==> src/hdl/tpa_pkg.sv <==
package tpa_pkg;

	// Index range that the vertex fetch can address.
	localparam int INDEX_BITS = 32;
	localparam logic [32:0] INDEX_LIMIT = (33'd1 << INDEX_BITS) - 33'd1;

	// Depth of the queue between the front and the back.
	localparam int QUEUE_DEPTH = 4;
	localparam int QPTR_BITS = $clog2(QUEUE_DEPTH);
	localparam int QCNT_BITS = $clog2(QUEUE_DEPTH + 1);

	// Primitive modes.
	localparam logic [1:0] MODE_LIST  = 2'd0;
	localparam logic [1:0] MODE_STRIP = 2'd1;
	localparam logic [1:0] MODE_FAN   = 2'd2;
	localparam logic [1:0] MODE_BAD   = 2'd3;

	// Run status codes.
	localparam logic [2:0] ST_OK       = 3'd0;
	localparam logic [2:0] ST_BOUNDS   = 3'd1;
	localparam logic [2:0] ST_COUNT    = 3'd2;
	localparam logic [2:0] ST_MODE     = 3'd3;
	localparam logic [2:0] ST_OVERFLOW = 3'd4;

	// Result kinds.
	localparam logic KIND_TRIANGLE = 1'b0;
	localparam logic KIND_STATUS   = 1'b1;

	// Configuration register indexes.
	localparam logic REG_PRIMITIVE_MODE = 1'b0;
	localparam logic REG_VERTEX_COUNT   = 1'b1;

	typedef struct packed {
		logic [31:0] vertex_index;
		logic        last_index;
	} tpa_in_t;

	typedef struct packed {
		logic        result_kind;
		logic [31:0] corner_a;
		logic [31:0] corner_b;
		logic [31:0] corner_c;
		logic [2:0]  run_status;
		logic        run_end;
	} tpa_out_t;

	// One classified item: an optional triangle and an optional end-of-run status.
	typedef struct packed {
		logic        tri_valid;
		logic [31:0] corner_a;
		logic [31:0] corner_b;
		logic [31:0] corner_c;
		logic        end_valid;
		logic [2:0]  run_status;
	} tpa_job_t;

endpackage

==> src/hdl/tpa_front.sv <==
module tpa_front
	import tpa_pkg::*;
(
	input  logic        clk,
	input  logic        arst_n,
	input  logic        cfg_write,
	input  logic        cfg_index,
	input  logic [31:0] cfg_data,
	input  logic        in_valid,
	output logic        in_ready,
	input  tpa_in_t     in_data,
	input  logic        queue_full,
	output logic        push,
	output tpa_job_t    push_job
);

	logic [1:0]  mode_q;
	logic [31:0] vertex_count_q;
	logic [31:0] fan_origin_q;
	logic [31:0] older_q;
	logic [31:0] newer_q;
	logic [31:0] pos_count_q;
	logic [1:0]  phase_q;
	logic [2:0]  first_err_q;

	logic        accept;
	logic [31:0] idx;
	logic        p_max;
	logic        p_ge2;
	logic        idx_bad;
	logic [2:0]  err_next;
	logic        ok;
	logic [1:0]  phase_next;
	logic [2:0]  final_status;
	logic        tri_valid;
	logic [31:0] tri_a;
	logic [31:0] tri_b;

	assign in_ready = !queue_full;
	assign accept = in_valid && in_ready;
	assign idx = in_data.vertex_index;

	// Classify the incoming index against the run state.
	assign p_max = (pos_count_q == 32'hFFFF_FFFF);
	assign p_ge2 = |pos_count_q[31:1];
	assign idx_bad = ({1'b0, idx} > INDEX_LIMIT) || (idx >= vertex_count_q);
	assign phase_next = p_max ? phase_q : ((phase_q == 2'd2) ? 2'd0 : phase_q + 2'd1);

	always_comb begin
		err_next = first_err_q;
		if (first_err_q == ST_OK) begin
			if (p_max) begin
				err_next = ST_OVERFLOW;
			end else if (idx_bad) begin
				err_next = ST_BOUNDS;
			end
		end
	end

	assign ok = (err_next == ST_OK);

	// Status reported when this index closes the run.
	always_comb begin
		final_status = err_next;
		if (err_next == ST_OK) begin
			if (mode_q == MODE_BAD) begin
				final_status = ST_MODE;
			end else if (mode_q == MODE_LIST && phase_next != 2'd0) begin
				final_status = ST_COUNT;
			end
		end
	end

	// Triangle selection per primitive mode.
	always_comb begin
		tri_valid = 1'b0;
		tri_a = older_q;
		tri_b = newer_q;
		case (mode_q)
			MODE_LIST: begin
				tri_valid = ok && (phase_q == 2'd2);
			end
			MODE_STRIP: begin
				tri_valid = ok && p_ge2;
				if (pos_count_q[0]) begin
					tri_a = newer_q;
					tri_b = older_q;
				end
			end
			MODE_FAN: begin
				tri_valid = ok && p_ge2;
				tri_a = fan_origin_q;
			end
			default: begin
				tri_valid = 1'b0;
			end
		endcase
	end

	assign push = accept && (tri_valid || in_data.last_index);
	assign push_job = '{
		tri_valid:  tri_valid,
		corner_a:   tri_a,
		corner_b:   tri_b,
		corner_c:   idx,
		end_valid:  in_data.last_index,
		run_status: final_status
	};

	// Configuration registers.
	always_ff @(posedge clk or negedge arst_n) begin
		if (!arst_n) begin
			mode_q <= MODE_LIST;
			vertex_count_q <= 32'd1;
		end else if (cfg_write) begin
			case (cfg_index)
				REG_PRIMITIVE_MODE: mode_q <= cfg_data[1:0];
				REG_VERTEX_COUNT: vertex_count_q <= cfg_data;
				default: mode_q <= mode_q;
			endcase
		end
	end

	// Run state, cleared after the last index of each run.
	always_ff @(posedge clk or negedge arst_n) begin
		if (!arst_n) begin
			fan_origin_q <= '0;
			older_q <= '0;
			newer_q <= '0;
			pos_count_q <= '0;
			phase_q <= '0;
			first_err_q <= ST_OK;
		end else if (accept) begin
			if (in_data.last_index) begin
				fan_origin_q <= '0;
				older_q <= '0;
				newer_q <= '0;
				pos_count_q <= '0;
				phase_q <= '0;
				first_err_q <= ST_OK;
			end else begin
				first_err_q <= err_next;
				phase_q <= phase_next;
				if (!p_max) begin
					pos_count_q <= pos_count_q + 32'd1;
				end
				if (pos_count_q == 32'd0) begin
					fan_origin_q <= idx;
				end
				if (mode_q == MODE_LIST) begin
					if (phase_q == 2'd0) begin
						older_q <= idx;
					end else if (phase_q == 2'd1) begin
						newer_q <= idx;
					end
				end else if (mode_q != MODE_BAD) begin
					older_q <= newer_q;
					newer_q <= idx;
				end
			end
		end
	end

endmodule

==> src/hdl/tpa_queue.sv <==
module tpa_queue
	import tpa_pkg::*;
(
	input  logic     clk,
	input  logic     arst_n,
	input  logic     push,
	input  tpa_job_t push_job,
	output logic     full,
	input  logic     pop,
	output logic     head_valid,
	output tpa_job_t head_job
);

	tpa_job_t             entry_q [QUEUE_DEPTH];
	logic [QPTR_BITS-1:0] wr_ptr_q;
	logic [QPTR_BITS-1:0] rd_ptr_q;
	logic [QCNT_BITS-1:0] count_q;

	logic do_push;
	logic do_pop;

	assign full = (count_q == QCNT_BITS'(QUEUE_DEPTH));
	assign head_valid = (count_q != '0);
	assign head_job = entry_q[rd_ptr_q];
	assign do_push = push && !full;
	assign do_pop = pop && head_valid;

	// Entry storage.
	always_ff @(posedge clk) begin
		if (do_push) begin
			entry_q[wr_ptr_q] <= push_job;
		end
	end

	// Pointers and fill count.
	always_ff @(posedge clk or negedge arst_n) begin
		if (!arst_n) begin
			wr_ptr_q <= '0;
			rd_ptr_q <= '0;
			count_q <= '0;
		end else begin
			if (do_push) begin
				wr_ptr_q <= (wr_ptr_q == QPTR_BITS'(QUEUE_DEPTH - 1)) ? '0
					: wr_ptr_q + QPTR_BITS'(1);
			end
			if (do_pop) begin
				rd_ptr_q <= (rd_ptr_q == QPTR_BITS'(QUEUE_DEPTH - 1)) ? '0
					: rd_ptr_q + QPTR_BITS'(1);
			end
			if (do_push && !do_pop) begin
				count_q <= count_q + QCNT_BITS'(1);
			end else if (do_pop && !do_push) begin
				count_q <= count_q - QCNT_BITS'(1);
			end
		end
	end

endmodule

==> src/hdl/tpa_back.sv <==
module tpa_back
	import tpa_pkg::*;
(
	input  logic     clk,
	input  logic     arst_n,
	input  logic     head_valid,
	input  tpa_job_t head_job,
	output logic     pop,
	output logic     out_valid,
	input  logic     out_ready,
	output tpa_out_t out_data
);

	logic     out_valid_q;
	tpa_out_t out_data_q;
	logic     tri_done_q;

	logic     load;
	logic     take_tri;
	logic     tri_done_next;
	tpa_out_t next_out;

	assign out_valid = out_valid_q;
	assign out_data = out_data_q;
	assign load = !out_valid_q || out_ready;

	// Send the triangle first, then the status, popping after the last result.
	assign take_tri = head_job.tri_valid && !tri_done_q;

	always_comb begin
		pop = 1'b0;
		tri_done_next = tri_done_q;
		if (take_tri) begin
			next_out = '{
				result_kind: KIND_TRIANGLE,
				corner_a:    head_job.corner_a,
				corner_b:    head_job.corner_b,
				corner_c:    head_job.corner_c,
				run_status:  ST_OK,
				run_end:     1'b0
			};
		end else begin
			next_out = '{
				result_kind: KIND_STATUS,
				corner_a:    32'd0,
				corner_b:    32'd0,
				corner_c:    32'd0,
				run_status:  head_job.run_status,
				run_end:     1'b1
			};
		end
		if (load && head_valid) begin
			if (take_tri && head_job.end_valid) begin
				tri_done_next = 1'b1;
			end else begin
				pop = 1'b1;
				tri_done_next = 1'b0;
			end
		end
	end

	// Output register.
	always_ff @(posedge clk or negedge arst_n) begin
		if (!arst_n) begin
			out_valid_q <= 1'b0;
			tri_done_q <= 1'b0;
		end else begin
			tri_done_q <= tri_done_next;
			if (load) begin
				out_valid_q <= head_valid;
			end
		end
	end

	always_ff @(posedge clk) begin
		if (load && head_valid) begin
			out_data_q <= next_out;
		end
	end

endmodule

==> src/hdl/triangle_primitive_assembler_unit.sv <==
// Triangle primitive assembler.
// Input channel (in_valid/in_ready/in_data) takes one vertex index per
// transaction, with last_index marking the final index of a run. Output
// channel (out_valid/out_ready/out_data) gives triangle results and, after
// the last index of each run, one status result with run_end set.
// Configuration: cfg_write writes cfg_data into the register at cfg_index
// (0 primitive mode, 1 vertex count); write only while the block is idle.
// The front classifies one index per cycle with the run state while the
// queue is not full; a four-entry queue decouples it from the back, which
// owns the output register. An accepted index is written into the queue,
// and its first result then passes from the queue head into the output
// register. An index that yields both a triangle and a status gives the
// triangle first, then the status. When the receiver stalls, results wait
// in the output register and the queue; in_ready drops only when the
// queue is full. Reset sets list mode, a vertex count of one, clears the
// run state and empties the queue and the output register.
module triangle_primitive_assembler_unit
	import tpa_pkg::*;
(
	input  logic        clk,
	input  logic        arst_n,
	input  logic        cfg_write,
	input  logic        cfg_index,
	input  logic [31:0] cfg_data,
	input  logic        in_valid,
	output logic        in_ready,
	input  tpa_in_t     in_data,
	output logic        out_valid,
	input  logic        out_ready,
	output tpa_out_t    out_data
);

	logic     queue_full;
	logic     push;
	tpa_job_t push_job;
	logic     pop;
	logic     head_valid;
	tpa_job_t head_job;

	tpa_front u_front (
		.clk        (clk),
		.arst_n     (arst_n),
		.cfg_write  (cfg_write),
		.cfg_index  (cfg_index),
		.cfg_data   (cfg_data),
		.in_valid   (in_valid),
		.in_ready   (in_ready),
		.in_data    (in_data),
		.queue_full (queue_full),
		.push       (push),
		.push_job   (push_job)
	);

	tpa_queue u_queue (
		.clk        (clk),
		.arst_n     (arst_n),
		.push       (push),
		.push_job   (push_job),
		.full       (queue_full),
		.pop        (pop),
		.head_valid (head_valid),
		.head_job   (head_job)
	);

	tpa_back u_back (
		.clk        (clk),
		.arst_n     (arst_n),
		.head_valid (head_valid),
		.head_job   (head_job),
		.pop        (pop),
		.out_valid  (out_valid),
		.out_ready  (out_ready),
		.out_data   (out_data)
	);

endmodule
==> config.mk <==
export PLATFORM = sky130hd
export DESIGN_NAME = triangle_primitive_assembler_unit
export DESIGN_NICKNAME = d
export VERILOG_FILES = /design/src/hdl/tpa_pkg.sv /design/src/hdl/tpa_front.sv /design/src/hdl/tpa_queue.sv /design/src/hdl/tpa_back.sv /design/src/hdl/triangle_primitive_assembler_unit.sv
export SDC_FILE = /design/constraint.sdc
export NUM_CORES = 1
export LEC_CHECK = 0
export BUFFER_PORTS_ARGS = -buffer_cell sky130_fd_sc_hd__buf_2
export CAP_MARGIN = 20
export CORE_MARGIN = 2
export CORE_UTILIZATION = 40
export DETAILED_ROUTE_END_ITERATION = 6
export MAX_ROUTING_LAYER = met4
export PLACE_DENSITY_LB_ADDON = 0.2
export REMOVE_ABC_BUFFERS = 1
export SLEW_MARGIN = 5
export SYNTH_ARGS = -nofsm -noshare
export SYNTH_HDL_FRONTEND = slang
export SYNTH_SLANG_ARGS = --single-unit
==> constraint.sdc <==
create_clock -name clk -period 23.6 [get_ports clk]
set_input_delay 2.36 -clock clk [delete_from_list [all_inputs] [get_ports clk]]
set_output_delay 2.36 -clock clk [all_outputs]
set_load 0.02 [all_outputs]
Yosys cells after proc, flatten, opt, wreduce, memory -nomap -nowiden

Memory sizes are Yosys's and may differ from the RTL's.
Cells that the tools add are included.

Add/subtract/negate cells: 6
Order comparisons: 1
Equality and inequality tests: 14
Muxes and demuxes: 38
Bitwise gates (word level): 1
Reductions and logical operators: 37

Operators with widths:

| operator                                       | number |
|---|---|
| 2-to-1 mux 32 bit                              | 16 |
| 2-to-1 mux 101 bit                             | 1 |
| one-hot mux 32 bit (2 select lines)            | 1 |
| adder 32 x 1 -> 32 bit (second input constant) | 1 |
| == test 32 bit (second input constant)         | 1 |
| greater-or-equal comparator 32 bit             | 1 |
| zero test 32 bit                               | 1 |
| OR reduction 31 bit                            | 1 |
| 2-to-1 mux 3 bit                               | 9 |
| logical AND 1 bit                              | 12 |
| == test 2 bit (second input constant)          | 5 |
| 2-to-1 mux 2 bit                               | 5 |
| inequality test 3 bit (second input constant)  | 3 |
| AND reduction 2 bit                            | 4 |
| adder 2 x 1 -> 2 bit (second input constant)   | 3 |
| zero test 3 bit                                | 2 |
| nonzero test 2 bit                             | 3 |
| nonzero test 3 bit                             | 2 |
| zero test 1 bit                                | 5 |
| 2-to-1 mux 1 bit                               | 5 |
| == test 2 x 1 -> 1 bit (second input constant) | 2 |
| zero test 2 bit                                | 2 |
| inequality test 2 bit (second input constant)  | 2 |
| AND reduction 4 bit                            | 1 |
| other kinds (8)                                | 9 |

Register bits: 277
Memory bits (writable): 404
Input bits: 71
Output and inout bits: 103
Word-level logic and storage cells: 117
Memories kept: 1

Memories:

| memory          | depth | width | read ports | clocked after Yosys merged registers in | write ports | RTL line        | source |
|---|---|---|---|---|---|---|---|
| u_queue.entry_q | 4     | 101   | 1          | 0                                       | 1           | tpa_queue.sv:14 | `tpa_job_t entry_q [QUEUE_DEPTH];` |

Logic depth before layout (Yosys ltp)

Depth in word-level cells: 14
Depth in mapped cells: 14
Depth with buffers taken out: 14

Modules after synthesis

A second synthesis with hierarchy kept.

Cells, all modules: 1866
Area total of the unflattened synthesis: 28661.2 um^2

By module, submodules not included:

| module    | instances | cells an instance | area each (um^2) | seq. area each (um^2) |
|---|---|---|---|---|
| tpa_queue | 1         | 565               | 15078.2          | 12306.8 |
| tpa_front | 1         | 1079              | 9764.4           | 4180.3 |
| tpa_back  | 1         | 222               | 3818.7           | 3052.9 |

Worst setup path before layout

No wires, ideal clock.

Path kind: input to register
Start point: in out_ready
End point: reg u_queue.count_q[1]
Library setup time: 125 ps
Arrival: 9502 ps
Required time: 23475 ps
Setup slack: 13974 ps
Stages on the path: 7
Path buffers: 0
Cells stage by stage: inv_1 > a21oi_1 > o21ai_1 > ha_1 > inv_1 > fa_1 > mux2_2

Longest elaborated chain between the ends: 7
Elaborated cells between the ends (all ways): 9
Classes of those cells: mux: 2; reduce/logical: 7

RTL lines:

| item                                                   | RTL line                                | source |
|---|---|---|
| from (decl)                                            | triangle_primitive_assembler_unit.sv:29 | `input logic out_ready,` |
| logical OR 1 bit (*)                                   | tpa_back.sv:25                          | `assign load = !out_valid_q \|\| out_ready;` |
| logical AND 1 bit (*)                                  | tpa_back.sv:52                          | `if (load && head_valid) begin` |
| 2-to-1 mux 1 bit (*)                                   | tpa_back.sv:52                          |  |
| logical AND 1 bit (*)                                  | tpa_queue.sv:26                         | `assign do_pop = pop && head_valid;` |
| zero test 1 bit                                        | tpa_queue.sv:50                         | `if (do_push && !do_pop) begin` |
| logical AND 1 bit                                      | tpa_queue.sv:50                         |  |
| 2-to-1 mux 3 bit or nonzero test 2 bit (tied branches) | n/a                                     |  |
| to (signal assigned)                                   | tpa_queue.sv:51                         | `count_q <= count_q + QCNT_BITS'(1);` |
| to (signal assigned)                                   | tpa_queue.sv:53                         | `count_q <= count_q - QCNT_BITS'(1);` |
| to (decl)                                              | tpa_queue.sv:17                         | `logic [QCNT_BITS-1:0] count_q;` |

Every way passes the cells marked *; elsewhere a longest branch is shown, timed or not.
A chain may end at the register's enable or synchronous reset.

==> results.md <==
* Tmin final at 6150 ps
* Gate Count Post-Synth at 1762
* Int Power at 2.72 mW
* Hpwl dp at slightly below 40000 um
* Cell variety after synth at 62
* Drt drc at 0
* Max cap viols at 0
* Area grow syn2layout at 15.6%
* Count of pins over their slew limit at 0
* Final setup viols at 0
* Top post-synthesis cells by area: edfxtp_1, dfrtp_1, mux4_2, a22o_1, nand2_1
* Number of synthesized flops with an enable pin at about 500
* Seq/Total Area, Yosys at between 60% and 70%
* Fmax at ~0.16 GHz
* Slowest cell delay on critical path at around 820 ps
* Worst-Skew Late Latency at ~610 ps
* Post-route setup TNS at 0 ps
* Total power at slightly below 4 mW
* Root Driver: clkbuf_16
* Worst Path Max Fanout at 60
* Worst EP required at 23810 ps
* Port bufs at roughly 170
* Warning count from the yosys run at 0
* Crit path from: in_data[1]
* Largest net degree at the start of global routing at 110
* Peak supply drop at around 0.000059 V
* Initial DRC Count at 1089
* Post-DP Area at around 30000 um2
* Clock sinks at a little under 700
* Switching share of power at 31.3%
* End of the critical path: u_queue.entry_q[0][31]$_DFFE_PP_
* Syn avg cell area at around 16 um2
* Min-delay worst type: reg -> reg
* Worst slew pin tran at 1170 ps
* P per Cell Area at between 100 and 150 nW/um2
* Post-synth top area share at about 54%
* Slew headroom at between 20 and 25%
* Final hold violation count at 0
* Lkg Pwr at approximately 12 nW
* Via count at between 15000 and 20000
* Startpoint type of the worst setup path: input port
* Post-CTS setup buffer count at 0
* Slowest cell on the critical path: buf_4
* Cell row count at between 90 and 100
* GP Congestion at between 0.7 and 0.8
* Clk buf depth at 3
* RSZ-0062 raised after global routing: false
* Final Cell Area at approximately 32000 um2
* Via density at between 5 and 6
* Core area at 68900 um2
* Sequential share of power at 44.7%
* Clock Power Share at between 20% and 30%
* CTS tree: done
* Post-Syn Area at between 20000 and 30000 um2
* Clock transition at path regs at 60 ps
* Vias in the first global route at about 16000
* Critical Path AT at between 6000 and 7000 ps
* GRT overflow at 0
* Drt total wl at between 60000 and 70000 um
* Synth async-reset ratio at around a quarter
* TritonCTS buffer count at 75
* Clk_skew at 31.1 ps
* Net count reported at finish at 2057
* Cells along the critical path: buf_2, inv_1, ha_1, nand2b_1, a2111o_1, a32o_1, o311a_2, nor3_2, o21a_4, and2_4, buf_4
* GRT Total Usage at 19.7%
* Synth area leader: edfxtp_1
* WL per Instance at roughly 23 um
* I/O Pins at between 150 and 200
* Critical path type: in -> reg
* Hold_buf cts at 0
* Antenna violations before repair at 6
* Final period util at about a quarter
* Chip height at ~270 um
* Most common cell after layout, fill and taps aside: edfxtp_1
* Reg2Reg Depth at 9
* Starting Density at about two fifths
* Sw power at 1.24 mW
* CP endpoint kind: flip-flop
* Routed Antenna Nets at 0
* Comb pwr share at 26.2%
* DRT Pass-1 Iters at 7
* Outcome: finished, final reports clean
* R2r setup slk at 18940 ps
* First-pass GRT wire length at around 100000 um
* Fraction of layout cells with a size suffix above 1 at approximately a quarter
* Die area at 72100 um2
* Synthesized flop and latch total at a little under 700
* CTS H-tree depth at 3
* Synth Flop Type: edfxtp_1
* Cts repair resizes at 0
* R2r startpoint: u_front.vertex_count_q[0]$_DFFE_PN1P_
* Die X at 269 um
* Reg-to-reg endpoint: u_queue.entry_q[0][31]$_DFFE_PP_
* Most frequent cells in the layout: edfxtp_1, nand2_1, dfrtp_1
-- cells in the mapped netlist (21+ instances only) --
cell type and number:
clkbuf_1 75, mux2i_1 33, mux4_2 101, a22o_1 97, nand2b_1 34, o21ai_0 46, nand2_1 191, mux2_2 36
a21oi_1 21, dfrtp_1 175, inv_1 51, nor2b_1 98, nor2_1 51, edfxtp_1 504, o31ai_1 34, ha_1 45
-- power groups by stage --
stage          Sequential (mW)  Combinational [mW]  Clock [mW]
6_report                  1.77                1.03        1.15
5_1_grt                   1.80                1.13        1.23
4_1_cts                   1.77                1.05        1.18
3_5_place_dp              1.79                1.05           0
3_3_place_gp              1.78                1.04           0
2_1_floorplan             1.90               0.581           0
-- kinds of logic after synthesis --
group           Yosys count  synth area share (%)
compound gates          224                  5.96
flops                   680                  69.8
buf+inv                 146                  2.15
mux                     170                  10.8
simple gates            467                  8.35
fa+ha+maj                46                  2.08
xor+xnor                 29                 0.907
-- layout make-up --
type | instances | area, um2
diodes | 7 | 17.5
clock buffers | 107 | 2100
clock inverters | 30 | 317
fillers | 6059 | 36600
inverters | 51 | 191
multi-input cells | 936 | 7950
flip-flops and latches | 680 | 19500
well taps | 931 | 1160
repair buffers | 196 | 1080
-- worst min-delay path by stage --
stage	from	endpoint	slack, ps	depth (start not counted)
after CTS	u_back.tri_done_q$_DFFE_PN0P_	u_back.tri_done_q$_DFFE_PN0P_	500	1
after global routing	u_back.tri_done_q$_DFFE_PN0P_	u_back.tri_done_q$_DFFE_PN0P_	510	1
final	u_back.tri_done_q$_DFFE_PN0P_	u_back.tri_done_q$_DFFE_PN0P_	500	1
after floorplan	u_back.tri_done_q$_DFFE_PN0P_	u_back.tri_done_q$_DFFE_PN0P_	460	1
after global placement	u_back.tri_done_q$_DFFE_PN0P_	u_back.tri_done_q$_DFFE_PN0P_	480	1
after detailed placement	u_back.tri_done_q$_DFFE_PN0P_	u_back.tri_done_q$_DFFE_PN0P_	490	1
-- per-stage QoR --
stage	utilization, %	cells	hold slack, ps	setup slack (ps)
final	46.9	2938	498	17450
after global routing	46.9	2937	514	17280
after CTS	46.9	2929	498	17460
after detailed placement	43.3	2792	487	16840
after global placement	43.3	2792	478	16890
after floorplan	-	1667	456	13970
-- worst max-delay path: cells and delay by family --
| kind | cells | cell delay (ps) |
|---|---|---|
| compound gates | 4 | 1380 |
| simple gates | 3 | 1110 |
| buf+inv | 3 | 1040 |
| fa+ha+maj | 1 | 280 |
-- metal layers --
layer / routed length [um] / share of wire, % / GRT usage, %
met5: 0 / 0 / -
met2: 32900 / 48 / 30.7
met4: 1280 / 1.9 / 5.95
met1: 29700 / 44 / 26.2
met3: 4050 / 6.0 / 3.96
-- sequential cells by signal (all words and copies together), names as in the netlist --
name                    count
u_queue.entry_q           404
u_back.out_data           100
u_front.fan_origin_q       32
u_front.newer_q            32
u_front.older_q            32
u_front.pos_count_q        32
u_front.vertex_count_q     32
u_front.first_err_q         3
u_queue.count_q             3
u_front.mode_q              2
u_front.phase_q             2
u_queue.rd_ptr_q            2
u_queue.wr_ptr_q            2
u_back.out_valid            1
u_back.tri_done_q           1
(Power assumes the default switching activity.)
